<file path="src/hdl/wpsc_pkg.sv">
// Shared types and constants for the wheel PID speed controller.
`timescale 1ns / 1ps
`default_nettype none

package wpsc_pkg;

  localparam int CFG_IDX_W  = 3;
  localparam int CFG_DATA_W = 16;

  localparam logic [CFG_IDX_W-1:0] REG_GAIN_P    = 3'd0;
  localparam logic [CFG_IDX_W-1:0] REG_GAIN_I    = 3'd1;
  localparam logic [CFG_IDX_W-1:0] REG_GAIN_D    = 3'd2;
  localparam logic [CFG_IDX_W-1:0] REG_TICK      = 3'd3;
  localparam logic [CFG_IDX_W-1:0] REG_INT_LIMIT = 3'd4;
  localparam logic [CFG_IDX_W-1:0] REG_SLEW      = 3'd5;
  localparam logic [CFG_IDX_W-1:0] REG_SPEED_MAX = 3'd6;

  localparam int ERR_W  = 33;  // Q24.8 error
  localparam int DIF_W  = 34;  // error difference
  localparam int INT_W  = 26;  // Q17.8 integral
  localparam int OUT_W  = 18;  // Q9.8 stored output
  localparam int MA_W   = 34;
  localparam int MB_W   = 17;
  localparam int PROD_W = 51;
  localparam int ACC_W  = 62;  // Q.24 term sum

  localparam int DIV_W          = 60;
  localparam int DIV_RADIX_BITS = 4;
  localparam int DIV_ITER       = DIV_W / DIV_RADIX_BITS;
  localparam int DIV_CNT_W      = 4;

  localparam logic signed [OUT_W-1:0] OUT_RESET = 18'sh08000;
  localparam logic signed [OUT_W-1:0] OUT_MAX   = 18'sh1FFFF;
  localparam logic signed [OUT_W-1:0] OUT_MIN   = 18'sh20000;
  localparam logic signed [ACC_W-1:0] MIDPOINT  = 62'sh0_8000_0000;
  localparam logic [7:0]              SPEED_FLOOR = 8'd128;

  localparam logic [1:0] MUL_ERR_DT = 2'd0;
  localparam logic [1:0] MUL_ERR_P  = 2'd1;
  localparam logic [1:0] MUL_INT_I  = 2'd2;
  localparam logic [1:0] MUL_DIF_D  = 2'd3;

  typedef struct packed {
    logic       load;
    logic       prep;
    logic [1:0] mul_sel;
    logic       integ_en;
    logic       acc_p;
    logic       acc_i;
    logic       div_load;
    logic       div_step;
    logic       acc_d;
    logic       slew_en;
    logic       commit;
  } wpsc_cmd_t;

  typedef struct packed {
    logic div_last;
  } wpsc_sts_t;

endpackage

`default_nettype wire

</file>
<file path="src/hdl/wpsc_datapath.sv">
// Datapath: config registers, per-wheel state, shared multiplier, divider, clamps.
`timescale 1ns / 1ps
`default_nettype none

module wpsc_datapath #(
  parameter int WHEELS = 2
) (
  input  wire                                 clk,
  input  wire                                 rst,
  input  wire                                 cfg_we,
  input  wire  [wpsc_pkg::CFG_IDX_W-1:0]      cfg_index,
  input  wire  [wpsc_pkg::CFG_DATA_W-1:0]     cfg_data,
  input  wire                                 wheel,
  input  wire                                 restart,
  input  wire  signed [31:0]                  target_pos,
  input  wire  signed [31:0]                  measured_pos,
  input  wpsc_pkg::wpsc_cmd_t                 cmd,
  output wpsc_pkg::wpsc_sts_t                 sts,
  output logic [7:0]                          drive_code
);

  localparam int WW = (WHEELS > 1) ? $clog2(WHEELS) : 1;

  logic [15:0] gain_p, gain_i, gain_d, tick_period_us, integral_limit;
  logic [7:0]  slew_step, speed_max;

  logic [WW-1:0] widx;
  logic          rst_hist;
  logic signed [wpsc_pkg::ERR_W-1:0]  err;
  logic signed [wpsc_pkg::DIF_W-1:0]  ediff;
  logic signed [wpsc_pkg::INT_W-1:0]  integ;
  logic signed [wpsc_pkg::PROD_W-1:0] prod;
  logic signed [wpsc_pkg::ACC_W-1:0]  acc;
  logic signed [wpsc_pkg::OUT_W-1:0]  res;

  logic signed [wpsc_pkg::ERR_W-1:0] last_error   [WHEELS];
  logic signed [wpsc_pkg::INT_W-1:0] integral_sum [WHEELS];
  logic signed [wpsc_pkg::OUT_W-1:0] last_output  [WHEELS];

  logic                              dsign;
  logic [wpsc_pkg::DIV_W-1:0]        div_q, div_q_next;
  logic [15:0]                       div_rem, div_rem_next;
  logic [wpsc_pkg::DIV_CNT_W-1:0]    div_cnt;

  logic [15:0] dt;
  logic signed [wpsc_pkg::ERR_W-1:0] le_rd;
  logic signed [wpsc_pkg::INT_W-1:0] is_rd;
  logic signed [wpsc_pkg::OUT_W-1:0] prev;

  assign dt    = (tick_period_us == 16'd0) ? 16'd1 : tick_period_us;
  assign le_rd = rst_hist ? '0 : last_error[widx];
  assign is_rd = rst_hist ? '0 : integral_sum[widx];
  assign prev  = last_output[widx];

  // configuration
  always_ff @(posedge clk) begin
    if (rst) begin
      gain_p         <= 16'd102;
      gain_i         <= 16'd26;
      gain_d         <= 16'd77;
      tick_period_us <= 16'd5000;
      integral_limit <= 16'd40;
      slew_step      <= 8'd1;
      speed_max      <= 8'd180;
    end else if (cfg_we) begin
      case (cfg_index)
        wpsc_pkg::REG_GAIN_P:    gain_p         <= cfg_data;
        wpsc_pkg::REG_GAIN_I:    gain_i         <= cfg_data;
        wpsc_pkg::REG_GAIN_D:    gain_d         <= cfg_data;
        wpsc_pkg::REG_TICK:      tick_period_us <= cfg_data;
        wpsc_pkg::REG_INT_LIMIT: integral_limit <= cfg_data;
        wpsc_pkg::REG_SLEW:      slew_step      <= cfg_data[7:0];
        wpsc_pkg::REG_SPEED_MAX: speed_max      <= cfg_data[7:0];
        default: ;
      endcase
    end
  end

  // item capture and error
  always_ff @(posedge clk) begin
    if (cmd.load) begin
      widx     <= (WHEELS > 1) ? WW'(wheel) : WW'(1'b0);
      rst_hist <= restart;
      err      <= {target_pos[31], target_pos} - {measured_pos[31], measured_pos};
    end
    if (cmd.prep) begin
      ediff <= wpsc_pkg::DIF_W'(err) - wpsc_pkg::DIF_W'(le_rd);
    end
  end

  // shared multiplier
  logic signed [wpsc_pkg::MA_W-1:0] ma;
  logic signed [wpsc_pkg::MB_W-1:0] mb;

  always_comb begin
    case (cmd.mul_sel)
      wpsc_pkg::MUL_ERR_P: begin
        ma = wpsc_pkg::MA_W'(err);
        mb = {1'b0, gain_p};
      end
      wpsc_pkg::MUL_INT_I: begin
        ma = wpsc_pkg::MA_W'(integ);
        mb = {1'b0, gain_i};
      end
      wpsc_pkg::MUL_DIF_D: begin
        ma = ediff;
        mb = {1'b0, gain_d};
      end
      default: begin
        ma = wpsc_pkg::MA_W'(err);
        mb = {1'b0, dt};
      end
    endcase
  end

  always_ff @(posedge clk) begin
    prod <= wpsc_pkg::PROD_W'(ma) * wpsc_pkg::PROD_W'(mb);
  end

  // integral with anti-windup clamp
  logic signed [wpsc_pkg::PROD_W:0] iraw, lim_pos, lim_neg;

  assign iraw    = (wpsc_pkg::PROD_W+1)'(is_rd) + (wpsc_pkg::PROD_W+1)'(prod);
  assign lim_pos = (wpsc_pkg::PROD_W+1)'({integral_limit, 8'd0});
  assign lim_neg = -lim_pos;

  always_ff @(posedge clk) begin
    if (cmd.integ_en) begin
      if (iraw > lim_pos)
        integ <= wpsc_pkg::INT_W'(lim_pos);
      else if (iraw < lim_neg)
        integ <= wpsc_pkg::INT_W'(lim_neg);
      else
        integ <= wpsc_pkg::INT_W'(iraw);
    end
  end

  // derivative divider, radix 16 restoring on magnitudes
  logic [wpsc_pkg::PROD_W-1:0]       dmag;
  logic signed [wpsc_pkg::ACC_W-1:0] dq_ext;

  assign dmag   = prod[wpsc_pkg::PROD_W-1] ? wpsc_pkg::PROD_W'(-prod)
                                           : wpsc_pkg::PROD_W'(prod);
  assign dq_ext = signed'(wpsc_pkg::ACC_W'(div_q));
  assign sts.div_last = (div_cnt == wpsc_pkg::DIV_CNT_W'(wpsc_pkg::DIV_ITER - 1));

  always_comb begin
    logic [16:0] r;
    div_q_next   = div_q;
    div_rem_next = div_rem;
    for (int i = 0; i < wpsc_pkg::DIV_RADIX_BITS; i++) begin
      r          = {div_rem_next, div_q_next[wpsc_pkg::DIV_W-1]};
      div_q_next = {div_q_next[wpsc_pkg::DIV_W-2:0], 1'b0};
      if (r >= {1'b0, dt}) begin
        r             = r - {1'b0, dt};
        div_q_next[0] = 1'b1;
      end
      div_rem_next = r[15:0];
    end
  end

  always_ff @(posedge clk) begin
    if (cmd.div_load) begin
      dsign   <= prod[wpsc_pkg::PROD_W-1];
      div_q   <= wpsc_pkg::DIV_W'(dmag) << 8;
      div_rem <= '0;
      div_cnt <= '0;
    end else if (cmd.div_step) begin
      div_q   <= div_q_next;
      div_rem <= div_rem_next;
      div_cnt <= div_cnt + wpsc_pkg::DIV_CNT_W'(1);
    end
  end

  // term accumulator, Q.24
  always_ff @(posedge clk) begin
    if (cmd.acc_p)
      acc <= (wpsc_pkg::ACC_W'(prod) <<< 8) + wpsc_pkg::MIDPOINT;
    else if (cmd.acc_i)
      acc <= acc + (wpsc_pkg::ACC_W'(prod) <<< 8);
    else if (cmd.acc_d)
      acc <= acc + (dsign ? -dq_ext : dq_ext);
  end

  // slew limit and output saturation
  logic signed [19:0] slew_s, up, dn, res_w;
  logic signed [wpsc_pkg::ACC_W-1:0] up_b, dn_b;

  assign slew_s = signed'({4'd0, slew_step, 8'd0});
  assign up     = 20'(prev) + slew_s;
  assign dn     = 20'(prev) - slew_s;
  assign up_b   = wpsc_pkg::ACC_W'(up) <<< 16;
  assign dn_b   = wpsc_pkg::ACC_W'(dn) <<< 16;

  always_comb begin
    if (acc > up_b)
      res_w = up;
    else if (acc < dn_b)
      res_w = dn;
    else
      res_w = 20'(acc >>> 16);
  end

  always_ff @(posedge clk) begin
    if (cmd.slew_en) begin
      if (res_w > 20'(wpsc_pkg::OUT_MAX))
        res <= wpsc_pkg::OUT_MAX;
      else if (res_w < 20'(wpsc_pkg::OUT_MIN))
        res <= wpsc_pkg::OUT_MIN;
      else
        res <= wpsc_pkg::OUT_W'(res_w);
    end
  end

  // drive clamp
  logic [7:0] sm, lo, drv;
  logic signed [wpsc_pkg::OUT_W-1:0] lo_b, hi_b;

  assign sm   = (speed_max < wpsc_pkg::SPEED_FLOOR) ? wpsc_pkg::SPEED_FLOOR : speed_max;
  assign lo   = 8'(9'd256 - {1'b0, sm});
  assign lo_b = signed'({2'b00, lo, 8'd0});
  assign hi_b = signed'({2'b00, sm, 8'd0});

  always_comb begin
    if (res < lo_b)
      drv = lo;
    else if (res > hi_b)
      drv = sm;
    else
      drv = res[15:8];
  end

  always_ff @(posedge clk) begin
    if (cmd.commit) begin
      drive_code <= drv;
    end
  end

  // per-wheel history
  always_ff @(posedge clk) begin
    if (rst) begin
      for (int i = 0; i < WHEELS; i++) begin
        last_error[i]   <= '0;
        integral_sum[i] <= '0;
        last_output[i]  <= wpsc_pkg::OUT_RESET;
      end
    end else if (cmd.commit) begin
      last_error[widx]   <= err;
      integral_sum[widx] <= integ;
      last_output[widx]  <= res;
    end
  end

endmodule

`default_nettype wire

</file>
<file path="src/hdl/wpsc_controller.sv">
// Sequencer: steps the datapath through one control tick and owns the handshakes.
`timescale 1ns / 1ps
`default_nettype none

module wpsc_controller (
  input  wire                  clk,
  input  wire                  rst,
  input  wire                  in_valid,
  output logic                 in_stall,
  output logic                 out_valid,
  input  wire                  out_stall,
  input  wpsc_pkg::wpsc_sts_t  sts,
  output wpsc_pkg::wpsc_cmd_t  cmd
);

  localparam logic [3:0] S_IDLE   = 4'd0;
  localparam logic [3:0] S_MUL_ID = 4'd1;
  localparam logic [3:0] S_INTEG  = 4'd2;
  localparam logic [3:0] S_ACC_P  = 4'd3;
  localparam logic [3:0] S_ACC_I  = 4'd4;
  localparam logic [3:0] S_DIV_LD = 4'd5;
  localparam logic [3:0] S_DIV    = 4'd6;
  localparam logic [3:0] S_ACC_D  = 4'd7;
  localparam logic [3:0] S_SLEW   = 4'd8;
  localparam logic [3:0] S_DONE   = 4'd9;

  logic [3:0] state, state_next;
  logic       in_fire, out_free;

  assign in_stall = (state != S_IDLE);
  assign in_fire  = in_valid && !in_stall;
  assign out_free = !out_valid || !out_stall;

  always_comb begin
    state_next = state;
    case (state)
      S_IDLE:   if (in_fire) state_next = S_MUL_ID;
      S_MUL_ID: state_next = S_INTEG;
      S_INTEG:  state_next = S_ACC_P;
      S_ACC_P:  state_next = S_ACC_I;
      S_ACC_I:  state_next = S_DIV_LD;
      S_DIV_LD: state_next = S_DIV;
      S_DIV:    if (sts.div_last) state_next = S_ACC_D;
      S_ACC_D:  state_next = S_SLEW;
      S_SLEW:   state_next = S_DONE;
      S_DONE:   if (out_free) state_next = S_IDLE;
      default:  state_next = S_IDLE;
    endcase
  end

  always_ff @(posedge clk) begin
    if (rst) begin
      state     <= S_IDLE;
      out_valid <= 1'b0;
    end else begin
      state <= state_next;
      if (state == S_DONE && out_free)
        out_valid <= 1'b1;
      else if (!out_stall)
        out_valid <= 1'b0;
    end
  end

  always_comb begin
    cmd         = '0;
    cmd.mul_sel = wpsc_pkg::MUL_ERR_DT;
    cmd.load    = in_fire;
    case (state)
      S_MUL_ID: cmd.prep = 1'b1;
      S_INTEG: begin
        cmd.integ_en = 1'b1;
        cmd.mul_sel  = wpsc_pkg::MUL_ERR_P;
      end
      S_ACC_P: begin
        cmd.acc_p   = 1'b1;
        cmd.mul_sel = wpsc_pkg::MUL_INT_I;
      end
      S_ACC_I: begin
        cmd.acc_i   = 1'b1;
        cmd.mul_sel = wpsc_pkg::MUL_DIF_D;
      end
      S_DIV_LD: cmd.div_load = 1'b1;
      S_DIV:    cmd.div_step = 1'b1;
      S_ACC_D:  cmd.acc_d    = 1'b1;
      S_SLEW:   cmd.slew_en  = 1'b1;
      S_DONE:   cmd.commit   = out_free;
      default: ;
    endcase
  end

endmodule

`default_nettype wire

</file>
<file path="src/hdl/wheel_pid_speed_controller_top.sv">
// Top level of the two-wheel PID speed controller.
//
//   channel  direction  handshake            payload
//   in       sink       in_valid / in_stall    wheel, restart, target_pos, measured_pos
//   out      source     out_valid / out_stall  drive_code
//   cfg      sink       cfg_we                 cfg_index, cfg_data
//
// Each item is stepped by the sequencer around one shared 34x17 multiplier and through
// the radix-16 divider that forms the derivative term.
// The result reaches a one-deep output register; the next item is taken while it waits.
// If that register is still full at the end of an item, the sequencer holds until it drains.
// Synchronous reset loads the default gains and resets each wheel's history.
`timescale 1ns / 1ps
`default_nettype none

module wheel_pid_speed_controller_top #(
  parameter int WHEELS = 2
) (
  input  wire                               clk,
  input  wire                               rst,
  input  wire                               cfg_we,
  input  wire  [wpsc_pkg::CFG_IDX_W-1:0]    cfg_index,
  input  wire  [wpsc_pkg::CFG_DATA_W-1:0]   cfg_data,
  input  wire                               in_valid,
  output logic                              in_stall,
  input  wire                               wheel,
  input  wire                               restart,
  input  wire  signed [31:0]                target_pos,
  input  wire  signed [31:0]                measured_pos,
  output logic                              out_valid,
  input  wire                               out_stall,
  output logic [7:0]                        drive_code
);

  wpsc_pkg::wpsc_cmd_t cmd;
  wpsc_pkg::wpsc_sts_t sts;

  wpsc_controller u_ctrl (
    .clk       (clk),
    .rst       (rst),
    .in_valid  (in_valid),
    .in_stall  (in_stall),
    .out_valid (out_valid),
    .out_stall (out_stall),
    .sts       (sts),
    .cmd       (cmd)
  );

  wpsc_datapath #(
    .WHEELS (WHEELS)
  ) u_dp (
    .clk          (clk),
    .rst          (rst),
    .cfg_we       (cfg_we),
    .cfg_index    (cfg_index),
    .cfg_data     (cfg_data),
    .wheel        (wheel),
    .restart      (restart),
    .target_pos   (target_pos),
    .measured_pos (measured_pos),
    .cmd          (cmd),
    .sts          (sts),
    .drive_code   (drive_code)
  );

endmodule

`default_nettype wire

</file>
<file path="config.mk">
export PLATFORM = sky130hd
export DESIGN_NAME = wheel_pid_speed_controller_top
export DESIGN_NICKNAME = d
export VERILOG_FILES = /design/src/hdl/wpsc_pkg.sv /design/src/hdl/wpsc_datapath.sv /design/src/hdl/wpsc_controller.sv /design/src/hdl/wheel_pid_speed_controller_top.sv
export SDC_FILE = /design/constraint.sdc
export NUM_CORES = 2
export LEC_CHECK = 0
export ABC_CLOCK_PERIOD_IN_PS = 12850
export BUFFER_PORTS_ARGS = -buffer_cell sky130_fd_sc_hd__buf_2
export CAP_MARGIN = 30
export CORE_AREA = 4 4 349 351
export CTS_BUF_LIST = sky130_fd_sc_hd__clkbuf_8
export DETAILED_ROUTE_END_ITERATION = 8
export DIE_AREA = 0 0 353 355
export PLACE_DENSITY = 0.71
export SYNTH_ARGS = -nofsm -noshare
export SYNTH_HDL_FRONTEND = slang
export SYNTH_HIERARCHICAL = 1
export SYNTH_SLANG_ARGS = --single-unit
export TNS_END_PERCENT = 10
</file>
<file path="constraint.sdc">
create_clock -name clk -period 12.85 [get_ports clk]
set_clock_uncertainty 0.1 [all_clocks]
set_input_delay 1.285 -clock clk [delete_from_list [all_inputs] [get_ports clk]]
set_output_delay 1.285 -clock clk [all_outputs]
set_load 0.03 [all_outputs]
</file>
### Yosys cells after proc, flatten, opt, wreduce, memory -nomap -nowiden

Memories as Yosys holds them, arrays and structs flattened. A register that Yosys moved wholly into a read port is not among the register bits.
Cells that the tools add are included.

| storage, ports and cells | value |
|---|---|
| bits in registers | 416 |
| RAM bits | 154 |
| bits of input ports | 90 |
| output and inout port bits | 10 |
| word-level logic and storage cells | 165 |
| memories | 3 |

| operators by class | value |
|---|---|
| add/sub/neg operators | 17 |
| multiply operators | 1 |
| $lt $le $gt $ge | 13 |
| equal/unequal tests | 23 |
| multiplexer cells | 61 |
| reductions and logical operators | 23 |

Memory list:

| name | depth | bits a word | read ports | clocked after Yosys merged registers in | write ports | line | text |
|---|---|---|---|---|---|---|---|
| u_dp.last_error | 2 | 33 | 1 | 1 | 2 | wpsc_datapath.sv:36 | `logic signed [wpsc_pkg::ERR_W-1:0] last_error [WHEELS];` |
| u_dp.integral_sum | 2 | 26 | 1 | 1 | 2 | wpsc_datapath.sv:37 | `logic signed [wpsc_pkg::INT_W-1:0] integral_sum [WHEELS];` |
| u_dp.last_output | 2 | 18 | 1 | 1 | 2 | wpsc_datapath.sv:38 | `logic signed [wpsc_pkg::OUT_W-1:0] last_output [WHEELS];` |

Operators by type and width:

| kind | count |
|---|---|
| 2-to-1 mux 62 bit | 4 |
| 2-to-1 mux 59 bit | 2 |
| 2-to-1 mux 16 bit | 5 |
| 2-to-1 mux 26 bit | 3 |
| greater-or-equal comparator 17 x 16 -> 1 bit | 4 |
| case mux 34 bit (2 select lines) | 1 |
| 2-to-1 mux 33 bit | 2 |
| subtractor 16 bit | 4 |
| adder 62 x 59 -> 62 bit | 1 |
| adder 62 bit | 1 |
| > comparator 62 x 35 -> 1 bit | 1 |
| < comparator 62 x 35 -> 1 bit | 1 |
| negation 60 -> 62 bit | 1 |
| adder 59 x 33 -> 60 bit (second input constant) | 1 |
| adder 26 x 51 -> 52 bit | 1 |
| > comparator 52 x 25 -> 1 bit | 1 |
| < comparator 52 bit | 1 |
| negation 24 -> 52 bit | 1 |
| multiplier 34 x 17 -> 51 bit | 1 |
| 2-to-1 mux 51 bit | 1 |
| negation 51 bit | 1 |
| case mux 16 bit (3 select lines) | 1 |
| 2-to-1 mux 20 bit | 2 |
| case mux 4 bit (10 select lines) | 1 |
| 42 further kinds | 96 |

### Depth between registers and ports, before layout

| logic depth | value |
|---|---|
| depth after elaboration | 12 |
| mapped depth | 56 |
| gate-level depth less buffers | 47 |

### Cells and area by module

Netlist, hierarchy kept.

By module, submodules not included:

| module | instances | cells an instance | area each (µm²) | seq. area each (µm²) |
|---|---|---|---|---|
| wpsc_datapath | 1 | 7,301 | 64,617.0 | 15,224.6 |
| wpsc_controller | 1 | 52 | 374.1 | 100.1 |

### Least setup slack after synthesis

OpenSTA, ideal clock, no wires.

| timing | value |
|---|---|
| path type | register to register |
| start point | register u_dp.tick_period_us[7] |
| end point | register u_dp.div_rem[14] |
| setup time | 0.086 ns |
| data arrival time | 11.043 ns |
| required time | 12.664 ns |
| path slack | 1.622 ns |
| stages on the path, launching flop included | 56 |
| path buffers | 9 |
| clock period less this slack | 11.228 ns |
| path through | dfxtp_1 > nor4_1 > a41o_1 > ha_1 > nor2b_1 > o21bai_1 > a21bo_2 > a21oi_1 > o311ai_0 > a31o_2 > clkbuf_1 > clkbuf_1 > nor2_1 > a21oi_1 > inv_1 > ha_1 > nor2b_1 > o211ai_1 > [... 20 more ...] > clkbuf_1 > buf_1 > mux2i_1 > ha_1 > nor2b_1 > o21ai_0 > a21boi_0 > o21ai_0 > a21oi_1 > a41o_1 > a21oi_1 > nand2_1 > a21o_1 > a221o_1 > clkbuf_1 > buf_2 > mux2i_1 > a211oi_1 |

| on the way | value |
|---|---|
| cells in the longest elaborated chain, start to end | 10 |
| elaborated cells between the ends (all ways) | 14 |
| those cells by class | add/sub: 4; order compare: 4; mux: 5; reduce/logical: 1 |

RTL lines:

| what | line | text |
|---|---|---|
| start: declaration | wpsc_datapath.sv:24 | `logic [15:0] gain_p, gain_i, gain_d, tick_period_us, integral_limit;` |
| start signal: assignment | wpsc_datapath.sv:70 | `wpsc_pkg::REG_TICK: tick_period_us <= cfg_data;` |
| logical NOT 16 bit | wpsc_datapath.sv:50 | `assign dt = (tick_period_us == 16'd0) ? 16'd1 : tick_period_us;` |
| 2-to-1 mux 16 bit * | wpsc_datapath.sv:50 |  |
| subtractor 16 bit / greater-or-equal comparator 17 x 16 -> 1 bit (equally long branches) | wpsc_datapath.sv:155, wpsc_datapath.sv:154 |  |
| 2-to-1 mux 16 bit | wpsc_datapath.sv:154 | `if (r >= {1'b0, dt}) begin` |
| subtractor 16 bit / greater-or-equal comparator 17 x 16 -> 1 bit (equally long branches) | wpsc_datapath.sv:155, wpsc_datapath.sv:154 |  |
| 2-to-1 mux 16 bit | wpsc_datapath.sv:154 |  |
| subtractor 16 bit / greater-or-equal comparator 17 x 16 -> 1 bit (equally long branches) | wpsc_datapath.sv:155, wpsc_datapath.sv:154 |  |
| 2-to-1 mux 16 bit | wpsc_datapath.sv:154 |  |
| subtractor 16 bit / greater-or-equal comparator 17 x 16 -> 1 bit (equally long branches) | wpsc_datapath.sv:155, wpsc_datapath.sv:154 |  |
| 2-to-1 mux 16 bit * | wpsc_datapath.sv:154 |  |
| end signal: assignment | wpsc_datapath.sv:170 | `div_rem <= div_rem_next;` |
| end: declaration | wpsc_datapath.sv:42 | `logic [15:0] div_rem, div_rem_next;` |

Every way passes the cells marked *; elsewhere a longest branch is shown, timed or not.
A chain may end at the register's enable or synchronous reset.

### Worst setup path in the final report

| timing | value |
|---|---|
| start point | register u_dp.tick_period_us[1] |
| end point | register u_dp.div_rem[0] |

| on the way | value |
|---|---|
| cells in the longest elaborated chain, start to end | 10 |
| elaborated cells between the ends (all ways) | 14 |
| those cells by class | add/sub: 4; order compare: 4; mux: 5; reduce/logical: 1 |

RTL lines:

| what | line |
|---|---|
| logical NOT 16 bit | wpsc_datapath.sv:50 |
| 2-to-1 mux 16 bit * | wpsc_datapath.sv:50 |
| subtractor 16 bit / greater-or-equal comparator 17 x 16 -> 1 bit (equally long branches) | wpsc_datapath.sv:155, wpsc_datapath.sv:154 |
| 2-to-1 mux 16 bit | wpsc_datapath.sv:154 |
| subtractor 16 bit / greater-or-equal comparator 17 x 16 -> 1 bit (equally long branches) | wpsc_datapath.sv:155, wpsc_datapath.sv:154 |
| 2-to-1 mux 16 bit | wpsc_datapath.sv:154 |
| subtractor 16 bit / greater-or-equal comparator 17 x 16 -> 1 bit (equally long branches) | wpsc_datapath.sv:155, wpsc_datapath.sv:154 |
| 2-to-1 mux 16 bit | wpsc_datapath.sv:154 |
| greater-or-equal comparator 17 x 16 -> 1 bit | wpsc_datapath.sv:154 |
| 2-to-1 mux 16 bit * | wpsc_datapath.sv:154 |

Marks and branches as above.

==> summary by stage <==
Run
The tool flagged a number of max-cap violations equal to 0.

Timing
The worst hold slack is 0.353 ns. The aggregate negative setup slack is 0 ns. At the pin with the least slew margin, the transition time is 1.03 ns.

In this run the tightest slew margin relative to its limit is 31.2%. The clock period could shrink to 11.75 ns. Of the available clock period, the critical path in the final layout requires 91.4%. Setup repair after global routing left no endpoint under its margin. For this run, the top clock speed supported by timing is 0.0851 GHz. The hold violation count in the final report is 0.

The setup violation total in the final timing report is 0. The final-report max-slew violation count is 0.

Floorplanning
The core area is 119000 um2. The count of pins on the block boundary is 100. The initial utilization of the core area, before any placement, comes to 54.6%. The floorplan step defined a die boundary enclosing 125000 um2. The number of rows created at floorplan is 127. The die span in y is 355 um. In this run the horizontal extent of the chip is 353 um.

Logic synthesis
The synthesized design spends more area on one cell type than any other, namely sky130_fd_sc_hd__edfxtp_1. The net count after synthesis is 8569. The synthesized netlist contains 89 unique library cells.

Synthesis inferred 571 register bits. Among all flip-flop cells after synthesis, the most frequent one is sky130_fd_sc_hd__edfxtp_1. The gate count of the mapped netlist is 7353. The number of flops mapped to enable cells by yosys is 389.

Counting instances in the post-synthesis netlist gives the leading cell types as sky130_fd_sc_hd__nand2_1 (824), sky130_fd_sc_hd__inv_1 (782), sky130_fd_sc_hd__ha_1 (598). The proportion of synthesized chip area in sequential cells is 23.6%. Yosys printed 6 warnings.

The portion of synthesized cell area occupied by the leading cell type is 18.0%. The synthesized cell area is 65000 um2. The leading cell type by number of instances after synthesis is sky130_fd_sc_hd__nand2_1. The synthesized area divided by synthesized cell count is 8.84 um2. By area the synthesized netlist is led by sky130_fd_sc_hd__edfxtp_1 (18%), sky130_fd_sc_hd__fa_1 (16%), sky130_fd_sc_hd__ha_1 (12%). In the synthesized netlist the async set-or-reset flop fraction comes to 0%.

Global routing
The aggregate global-route resource usage is 30.6%. The maximum number of pins on one net before global-route repair is 87. The initial antenna violation count is 4. The via count of the first global-routing pass is 55.3k. The first global-routing pass estimated 305 mm of wire. After global routing the overflow that remains totals 0.

Clock network
The tree built by TritonCTS fans out to 571 sinks. The number of instances resized during post-cts repair is 0. TritonCTS built the clock tree. The cell chosen for the clock root is sky130_fd_sc_hd__clkbuf_8. The clock latency reported for the late side of the worst-skew pair is 0.82 ns. Clock-pin slew was measured on the worst setup and hold paths at 0.06 ns. Clock tree synthesis inserted a total of 102 buffers. The post-CTS setup-driven buffer insertion count is 0. Counting along the longest clock path gives a buffer depth of 3.

In this run the number of H-tree levels came out at 3. The number of buffers added to fix hold violations after cts is 0.

Layout
Relative to the synthesized area, the layout overhead comes to 6.79%. Cells fill 58.3% of the core in the end. For this run, the number of standard cells in the final layout without fillers is 8993. At the end of the flow, the number of nets in the layout was 8575. Cells with a size suffix above 1 make up 6.91% of the layout.

Run status
The run finished with clean final reports.

Critical path
The worst setup path category is register to register. The type of element launching the critical path is a register. The critical path ends at u_dp/div_rem[0]$_SDFFE_PP0P_. The worst-path cell with the longest stage delay is sky130_fd_sc_hd__dfxtp_1. The most numerous cell type found on the critical path is sky130_fd_sc_hd__a21oi_1. STA puts the critical path data arrival time at 12.35 ns.

The category of the worst setup path capture point is a register. Tracing the worst setup path back leads to its startpoint at u_dp/tick_period_us[1]$_SDFFE_PP0P_. The maximum fanout count along the critical path is 23. The endpoint identified for the worst register-to-register timing path is u_dp/div_rem[0]$_SDFFE_PP0P_. In this run the register-to-register setup slack is 1.10 ns. The data required time of the worst path is 13.45 ns. In this run the critical register-to-register path is launched from u_dp/tick_period_us[1]$_SDFFE_PP0P_. The largest single stage delay on the critical path is 0.47 ns. Measured in cells, the most critical reg-to-reg path has a length of 47.

Min path
The path type of the worst min-delay path is register to register. The startpoint identified for the worst hold timing path is u_dp/speed_max[0]$_SDFFE_PP0P_.

Route
The initial detailed-routing violation count is 4310. The post-detailed-routing wire length is 193 mm. In the routed layout, each cell is associated on average with a via count of 6.07. The average routed wire per standard cell is 21.4 um. The count of nets left with antenna violations once routing finished came out at 0. The DRC violations left is 0. The routed layout has 54.6k vias. The number of detailed-routing iterations run before antenna repair is 7.

Placed design
The detailed placement HPWL is 150 mm. The port buffer count is 99. The global placement routability congestion is 0.981. The count of placed standard cells including taps is 8801.
layout by cell type, fill, tap and decap left out, types with 53 or more instances in the layout:
master	netlist	routed
sky130_fd_sc_hd__a211oi_1	69	69
sky130_fd_sc_hd__a21o_1	229	229
sky130_fd_sc_hd__a21oi_1	508	507
sky130_fd_sc_hd__and2_1	211	211
sky130_fd_sc_hd__and3_1	60	60
sky130_fd_sc_hd__buf_2	7	99
sky130_fd_sc_hd__buf_4	2	106
sky130_fd_sc_hd__clkbuf_8	0	113
sky130_fd_sc_hd__dfxtp_1	182	180
sky130_fd_sc_hd__edfxtp_1	389	389
sky130_fd_sc_hd__fa_1	528	528
sky130_fd_sc_hd__ha_1	598	598
sky130_fd_sc_hd__inv_1	782	817
sky130_fd_sc_hd__mux2i_1	150	150
sky130_fd_sc_hd__nand2_1	824	824
sky130_fd_sc_hd__nand2b_1	83	83
sky130_fd_sc_hd__nand3_1	100	100
sky130_fd_sc_hd__nand4_1	67	67
sky130_fd_sc_hd__nor2_1	533	529
sky130_fd_sc_hd__nor2b_1	71	70
sky130_fd_sc_hd__nor3_1	81	75
sky130_fd_sc_hd__o21a_1	55	55
sky130_fd_sc_hd__o21ai_0	313	312
sky130_fd_sc_hd__o21bai_1	54	53
sky130_fd_sc_hd__xnor2_1	331	331
sky130_fd_sc_hd__xor2_1	122	122
layout make-up:
class                           instances  area, um2
Sequential cell                       571      15300
Inverter                              782       2940
Clock buffer                          113       1560
Timing Repair Buffer                  209       1360
Tap cell                             1548       1940
Fill cell                           10530      49600
Antenna cell                            4       10.0
Clock inverter                         73        564
Multi-Input combinational cell       5693      45700
how the worst min path moves through the flow:
stage	end	depth (start not counted)
after global placement	u_dp/gain_i[0]$_SDFFE_PP0P_	2
final	u_dp/speed_max[0]$_SDFFE_PP0P_	2
after floorplan	u_dp/div_rem[15]$_SDFFE_PP0P_	2
after CTS	u_dp/gain_i[0]$_SDFFE_PP0P_	2
after global routing	u_dp/gain_p[13]$_SDFFE_PP0P_	2
after detailed placement	u_dp/gain_i[0]$_SDFFE_PP0P_	2
state kept, by name (all words and copies together), names as in the netlist, 8 cells and up, named ones only:
register and cells:
u_dp/gain_d 16, u_dp/slew_step 8, u_dp/gain_p 16, u_dp/div_q 60, u_dp/tick_period_us 16, u_dp/integral_limit 16
u_dp/res 18, u_dp/ediff 34, u_dp/integ 26, u_dp/acc 62, u_dp/gain_i 16, u_dp/last_error 66
u_dp/prod 51, u_dp/speed_max 8, u_dp/integral_sum 52, u_dp/err 33, u_dp/div_rem 16, u_dp/drive_code 8
u_dp/last_output 36
kinds of logic after synthesis:
| group | Yosys count | share of synthesized area, % |
|---|---|---|
| buf+inv | 1089 | 6.32 |
| mux | 204 | 3.44 |
| flops | 571 | 23.6 |
| simple gates | 2284 | 16.7 |
| xor+xnor | 453 | 6.10 |
| fa+ha+maj | 1126 | 27.8 |
| compound gates | 1626 | 16.1 |
metrics by stage:
stage	worst slack [ns]	cell area, um2
floorplan	1.62	65000
global placement	1.38	67200
detailed placement	1.35	67300
CTS	1.27	69400
global route	0.295	69400
finish	1.10	69400
routing by layer:
| metal | track usage, % | up-vias | routed length [um] |
|---|---|---|---|
| met2 | 51.9 | 2039 | 90900 |
| met3 | 5.18 | 482 | 14400 |
| met1 | 38.9 | 26727 | 78800 |
| met5 | 0 | - | 8 |
| li1 | - | 25358 | - |
| met4 | 12.4 | 2 | 8560 |
worst max-delay path: cells and delay by family (launching register included):
kind                     cells  cell delay (ns)
AND/OR/NAND/NOR              8             1.31
buffers and inverters        5             0.99
adder cells (fa/ha/maj)      4             1.43
AO/OA/AOI/OAI               27             6.25
flip-flops                   1             0.47
multiplexers                 3             1.09
Power is left out: the tool's default activity adds up to more than one toggle a clock period on the data nets, which glitch-free logic cannot reach.
